**src/hw/rtl/blk3_pkg.sv**
```systemverilog
// ---------------------------------------------------------------------------
// blk3_pkg
// Types, constants and mixing functions shared by the hasher modules.
// ---------------------------------------------------------------------------
package blk3_pkg;

  typedef logic [31:0] word_t;

  // one input beat
  typedef struct packed {
    logic [63:0] data;
    logic [3:0]  byte_count;
    logic        last;
  } in_item_t;

  // one result beat
  typedef struct packed {
    logic [63:0] digest_bytes;
    logic [3:0]  valid_bytes;
    logic        last_word;
  } out_item_t;

  // configuration register indexes
  localparam logic [2:0]  REG_HASH_MODE      = 3'd0;
  localparam logic [2:0]  REG_KEY_LOW        = 3'd1;
  localparam logic [2:0]  REG_KEY_MID_LOW    = 3'd2;
  localparam logic [2:0]  REG_KEY_MID_HIGH   = 3'd3;
  localparam logic [2:0]  REG_KEY_HIGH       = 3'd4;
  localparam logic [2:0]  REG_OUTPUT_LENGTH  = 3'd5;

  // domain flags
  localparam logic [7:0] FL_START  = 8'h01;
  localparam logic [7:0] FL_END    = 8'h02;
  localparam logic [7:0] FL_PARENT = 8'h04;
  localparam logic [7:0] FL_ROOT   = 8'h08;

  // compression input sources
  localparam logic [1:0] SRC_BLOCK = 2'd0;
  localparam logic [1:0] SRC_MERGE = 2'd1;
  localparam logic [1:0] SRC_NODE  = 2'd2;

  localparam word_t IV [8] = '{
    32'h6a09e667, 32'hbb67ae85, 32'h3c6ef372, 32'ha54ff53a,
    32'h510e527f, 32'h9b05688c, 32'h1f83d9ab, 32'h5be0cd19
  };

  localparam logic [3:0] MSG_PERM [16] = '{
    4'd2, 4'd6, 4'd3, 4'd10, 4'd7, 4'd0, 4'd4, 4'd13,
    4'd1, 4'd11, 4'd12, 4'd5, 4'd9, 4'd14, 4'd15, 4'd8
  };

  typedef struct packed {
    word_t a;
    word_t b;
    word_t c;
    word_t d;
  } quad_t;

  // controller to datapath
  typedef struct packed {
    logic       latch_in;
    logic       insert;
    logic       comp_start;
    logic [1:0] comp_src;
    logic       comp_root;
    logic       blk_update;
    logic       merge_init;
    logic       merge_step;
    logic       pop;
    logic       push;
    logic       node_init;
    logic       fold_step;
    logic       words_load;
    logic       emit;
    logic       msg_clear;
  } cmd_t;

  // datapath to controller
  typedef struct packed {
    logic rem_zero;
    logic last_item;
    logic fill_full;
    logic bdone_last;
    logic busy;
    logic tot_odd;
    logic lvl_zero;
    logic out_free;
    logic out_last;
    logic wsel_end;
  } stat_t;

  function automatic word_t rotr(word_t x, int n);
    return (x >> n) | (x << (32 - n));
  endfunction

  function automatic quad_t g_mix(word_t a, word_t b, word_t c, word_t d,
                                  word_t x, word_t y);
    word_t a1, b1, c1, d1;
    quad_t q;
    a1  = a + b + x;
    d1  = rotr(d ^ a1, 16);
    c1  = c + d1;
    b1  = rotr(b ^ c1, 12);
    q.a = a1 + b1 + y;
    q.d = rotr(d1 ^ q.a, 8);
    q.c = c1 + q.d;
    q.b = rotr(b1 ^ q.c, 7);
    return q;
  endfunction

  function automatic logic [7:0] mode_flag(logic [1:0] mode);
    logic [7:0] f;
    unique case (mode)
      2'd0: f = 8'h00;
      2'd1: f = 8'h10;
      2'd2: f = 8'h20;
      2'd3: f = 8'h40;
    endcase
    return f;
  endfunction

endpackage

```
**src/hw/rtl/blk3_ctrl.sv**
```systemverilog
// ---------------------------------------------------------------------------
// blk3_ctrl
// Sequencer: absorb, block and chunk compressions, merges, fold and output.
// ---------------------------------------------------------------------------
module blk3_ctrl (
  input  logic           clk,
  input  logic           rst_n,
  input  logic           in_valid,
  output logic           in_ready,
  input  blk3_pkg::stat_t stat,
  output blk3_pkg::cmd_t  cmd
);

  localparam logic [3:0] S_IDLE   = 4'd0;
  localparam logic [3:0] S_ABS    = 4'd1;
  localparam logic [3:0] S_BLK_W  = 4'd2;
  localparam logic [3:0] S_CEND_W = 4'd3;
  localparam logic [3:0] S_MERGE  = 4'd4;
  localparam logic [3:0] S_MRD    = 4'd5;
  localparam logic [3:0] S_MRG_W  = 4'd6;
  localparam logic [3:0] S_FIN    = 4'd7;
  localparam logic [3:0] S_FOLD   = 4'd8;
  localparam logic [3:0] S_FOLD_W = 4'd9;
  localparam logic [3:0] S_ROOT   = 4'd10;
  localparam logic [3:0] S_ROOT_W = 4'd11;
  localparam logic [3:0] S_EMIT   = 4'd12;
  localparam logic [3:0] S_CLR    = 4'd13;

  logic [3:0] state_r, state_nxt;

  assign in_ready = (state_r == S_IDLE);

  // next state and commands
  always_comb begin
    state_nxt = state_r;
    cmd       = '0;
    unique case (state_r)
      S_IDLE: begin
        if (in_valid) begin
          cmd.latch_in = 1'b1;
          state_nxt    = S_ABS;
        end
      end
      S_ABS: begin
        if (stat.rem_zero) begin
          state_nxt = stat.last_item ? S_FIN : S_IDLE;
        end else if (stat.fill_full) begin
          cmd.comp_start = 1'b1;
          cmd.comp_src   = blk3_pkg::SRC_BLOCK;
          state_nxt      = stat.bdone_last ? S_CEND_W : S_BLK_W;
        end else begin
          cmd.insert = 1'b1;
        end
      end
      S_BLK_W: begin
        if (!stat.busy) begin
          cmd.blk_update = 1'b1;
          state_nxt      = S_ABS;
        end
      end
      S_CEND_W: begin
        if (!stat.busy) begin
          cmd.merge_init = 1'b1;
          state_nxt      = S_MERGE;
        end
      end
      S_MERGE: begin
        if (!stat.tot_odd && !stat.lvl_zero) begin
          cmd.pop   = 1'b1;
          state_nxt = S_MRD;
        end else begin
          cmd.push  = 1'b1;
          state_nxt = S_ABS;
        end
      end
      S_MRD: begin
        cmd.comp_start = 1'b1;
        cmd.comp_src   = blk3_pkg::SRC_MERGE;
        state_nxt      = S_MRG_W;
      end
      S_MRG_W: begin
        if (!stat.busy) begin
          cmd.merge_step = 1'b1;
          state_nxt      = S_MERGE;
        end
      end
      S_FIN: begin
        cmd.node_init = 1'b1;
        state_nxt     = S_FOLD;
      end
      S_FOLD: begin
        if (!stat.lvl_zero) begin
          cmd.comp_start = 1'b1;
          cmd.comp_src   = blk3_pkg::SRC_NODE;
          cmd.pop        = 1'b1;
          state_nxt      = S_FOLD_W;
        end else begin
          state_nxt = S_ROOT;
        end
      end
      S_FOLD_W: begin
        if (!stat.busy) begin
          cmd.fold_step = 1'b1;
          state_nxt     = S_FOLD;
        end
      end
      S_ROOT: begin
        cmd.comp_start = 1'b1;
        cmd.comp_src   = blk3_pkg::SRC_NODE;
        cmd.comp_root  = 1'b1;
        state_nxt      = S_ROOT_W;
      end
      S_ROOT_W: begin
        if (!stat.busy) begin
          cmd.words_load = 1'b1;
          state_nxt      = S_EMIT;
        end
      end
      S_EMIT: begin
        if (stat.out_free) begin
          cmd.emit = 1'b1;
          if (stat.out_last) begin
            state_nxt = S_CLR;
          end else if (stat.wsel_end) begin
            state_nxt = S_ROOT;
          end
        end
      end
      S_CLR: begin
        cmd.msg_clear = 1'b1;
        state_nxt     = S_IDLE;
      end
      default: begin
        state_nxt = S_IDLE;
      end
    endcase
  end

  // state register
  always_ff @(posedge clk) begin
    if (!rst_n) begin
      state_r <= S_IDLE;
    end else begin
      state_r <= state_nxt;
    end
  end

endmodule

```
**config.mk**
```make
export PLATFORM = sky130hd
export DESIGN_NAME = blk3_ctrl
export DESIGN_NICKNAME = d
export VERILOG_FILES = /design/src/hw/rtl/blk3_pkg.sv /design/src/hw/rtl/blk3_ctrl.sv
export SDC_FILE = /design/constraint.sdc
export NUM_CORES = 1
export LEC_CHECK = 0
export BUFFER_PORTS_ARGS = -buffer_cell sky130_fd_sc_hd__buf_2
export CELL_PAD_IN_SITES_DETAIL_PLACEMENT = 0
export CELL_PAD_IN_SITES_GLOBAL_PLACEMENT = 1
export CORE_MARGIN = 3
export CORE_UTILIZATION = 28
export DETAILED_ROUTE_END_ITERATION = 8
export GPL_TIMING_DRIVEN = 1
export PLACE_DENSITY = 0.78
export SETUP_SLACK_MARGIN = 0.2
export SYNTH_ARGS = -nofsm -noshare
export SYNTH_HDL_FRONTEND = slang
export SYNTH_SLANG_ARGS = --single-unit
export TNS_END_PERCENT = 20
```
**constraint.sdc**
```tcl
create_clock -name clk -period 1.77 [get_ports clk]
set_input_delay 0.0885 -clock clk [delete_from_list [all_inputs] [get_ports clk]]
set_output_delay 0.0885 -clock clk [all_outputs]
set_load 0.005 [all_outputs]
```
==> impl_metrics.py <==
metrics = {
    "run_status": {
        "status": "finished, final reports clean",
    },
    "floorplan": {
        "ios": 30,
        "die_h_um": 50.7,
        "initial_core_util_pct": 31.0,
        "num_rows": 15,
        "die_area_um2": 2570,
        "core_um2": 1800,
        "dieWidth_um": 50.7,
    },
    "logic_synthesis": {
        "avgSynthCellArea_um2": 6.74,
        "ys_warn_count": 0,
        "synth-async-reset-ratio_pct": 0,
        "synth_area_um2": 559,
        "synth_enable_flop_cells": 0,
        "synth_top_cell_area_share_pct": 14.3,
        "seq_area_frac_synth_pct": 14.3,
        "ys.flop_type": "dfxtp_1",
        "synthCells": 83,
        "syn_nets": 96,
        "synthDistinctLibCells": 31,
        "synth_top_area_cell": "dfxtp_1",
        "synth_area_leaders": "dfxtp_1, nor2_1, nor3_1",
        "ys_ff_latch": 4,
    },
    "grt": {
        "grt_pass1_wl_um": 2900,
        "track_usage_pct": 14.6,
        "grt_pass1_vias": 631,
        "grt_max_degree": 15,
        "antenna_found_initial": 0,
        "grt-ovfl-total": 0,
    },
    "layout": {
        "areaGrowthSynthToFinish_pct": 43.0,
        "top_register": "state_r",
        "reg.largest.list": "state_r (4)",
        "diodes": 0,
        "nNetsFinal": 133,
        "largest_reg_flops": 4,
        "drive_gt1_share_pct": 46.6,
        "design_area_um2": 800,
    },
    "clocking": {
        "tritoncts": "done",
        "cts_buffer_depth": 2,
        "clk_pin_slew_ns": 0.04,
        "insertion_delay_ns": 0.24,
        "ctsRootBufferMaster": "clkbuf_4",
        "ctsHoldBuffers": 0,
        "cts_buffers": 3,
        "htreeDepth": 1,
        "clock_sink_count": 4,
    },
    "worst_setup_path": {
        "worstPathMaxFanout": 9,
        "crit_family": "simple AND/OR/NAND/NOR gates",
        "start_kind": "flip-flop",
        "crit_type": "flip-flop to flip-flop",
        "crit_slowest_cell": "or3_4",
        "worst_path_largest_cell_delay_ns": 0.40,
        "cp.depth": 5,
        "crit_buf_inv": 0,
        "critPathRequiredTime_ns": 1.90,
        "r2r_cells": 5,
        "end_kind": "flip-flop",
        "cp.arrival_ns": 1.68,
        "path_cells": "nor2_1 > nor4b_2 > or3_4 > a21o_1 > o221a_1",
    },
    "drt": {
        "viasPerCell": 5.25,
        "drt_iter0_drc": 20,
        "ant_nets": 0,
        "routed_wl_um": 1830,
        "wl_per_cell_um": 12.8,
        "vias": 751,
        "drcViolationCount": 0,
        "dr.pass1.iters": 4,
    },
    "power_and_ir_drop": {
        "pwr_density_cell_nw_per_um2": 964,
        "ir_worst_vdd_mv": 0.334,
        "cellLeakagePower_nw": 0.376,
        "totalPowerFinal_w": 0.000771,
    },
    "sta": {
        "skew_ns": 0.000315,
        "timing.final.crit_share_pct": 87.6,
        "finalHoldViolCount": 0,
        "period_needed_ns": 1.55,
        "rsz0062_at_grt": "yes",
        "setup_tns_ns": 0,
        "tightest_slew_ns": 0.311,
        "final_max_slew_viol_count": 0,
        "timing.fmax_mhz": 645,
        "relSlewSlack_pct": 79.1,
        "setup-violations-final": 0,
    },
    "worst_hold_path": {
        "worstHoldPathType": "primary input to flip-flop",
        "min_path_cells": 2,
    },
    "place": {
        "dpl_cell_area_um2": 744,
        "gp_congestion": 0.884,
        "io_buffers": 29,
        "hpwl_um": 1380,
    },
    "run": {
        "maxCapViolCount": 0,
    },
}
## what timing repair did
action	4_1_cts	5_1_grt
cloned	0	0
setup endpoints to repair	4	3
setup buffers	1	2
hold endpoints to repair	0	0
resized for setup	4	2
pin swaps	0	1
## stage by stage
stage	hold WS (ns)	setup WS, ns	utilization, %	cells
after detailed placement	0.380	0.109	41.3	137
after floorplan	0.210	0.210	-	83
after CTS	0.127	0.204	43.3	141
after global placement	0.383	0.153	41.3	137
final	0.130	0.219	44.4	143
after global routing	0.148	0.162	44.4	143
## per-layer routing
layer  vias to the layer above  share of wire [%]  routed length, um  GRT usage [%]
li1                        375                  -                  -              -
met1                       344                 47                855           20.9
met2                        30                 46                849           21.5
met3                         2                6.2                113           2.67
met4                         0               0.71                 13           5.38
met5                         -                  0                  0              0
## placed cells by master (no fill, tap or decap), drive strengths merged, types with 2 or more instances in the layout
cell type,count
o22a,2
nor2b,2
o21ai,7
nor2,11
nor3,8
nand2b,2
clkbuf,3
nor4,6
inv,4
nand2,6
nand3,2
a21oi,6
dfxtp,4
buf,40
## logic make-up (layout without fill, tap and decap cells)
kind of cell | count (synthesis) | count (layout) | share of synthesized area [%]
buf+inv | 12 | 47 | 11.9
flops | 4 | 4 | 14.3
simple gates | 44 | 44 | 45.9
mux | 1 | 1 | 2.01
compound gates | 22 | 22 | 26.0
## synthesized netlist by cell type (2+ instances only)
cell      count
nor4_1        6
nor2_1       11
clkbuf_1      3
nor3_1        8
buf_2         2
dfxtp_1       4
inv_1         4
nand2_1       6
buf_6         2
o22a_1        2
nand3_1       2
nand2b_4      2
o21ai_0       7
nor2b_1       2
a21oi_1       6
## area by class of cell
| cell class | count | area, um2 |
|---|---|---|
| clock buffer | 3 | 22.5 |
| fill | 208 | 1000 |
| inverter | 4 | 15.0 |
| tap | 25 | 31.3 |
| multi-input combinational | 67 | 413 |
| timing repair buffer | 40 | 228 |
| sequential | 4 | 90.1 |
## report_power, final
part,total [W],leakage [nW],switching (W),internal [W]
clock network,0.000117,0.0138,0.0000413,0.0000761
logic,0.000498,0.327,0.000254,0.000244
registers,0.000155,0.0350,0.0000356,0.000120
total,0.000771,0.376,0.000331,0.000440
## path summary, 6_finish.rpt
check             start    endpoint  slack, ns
max          state_r[2]  state_r[2]       0.22
min               rst_n  state_r[2]       0.13
max reg2reg  state_r[2]  state_r[2]       0.22
min reg2reg  state_r[2]  state_r[2]       0.59
Power figures use the tool's default switching activity.
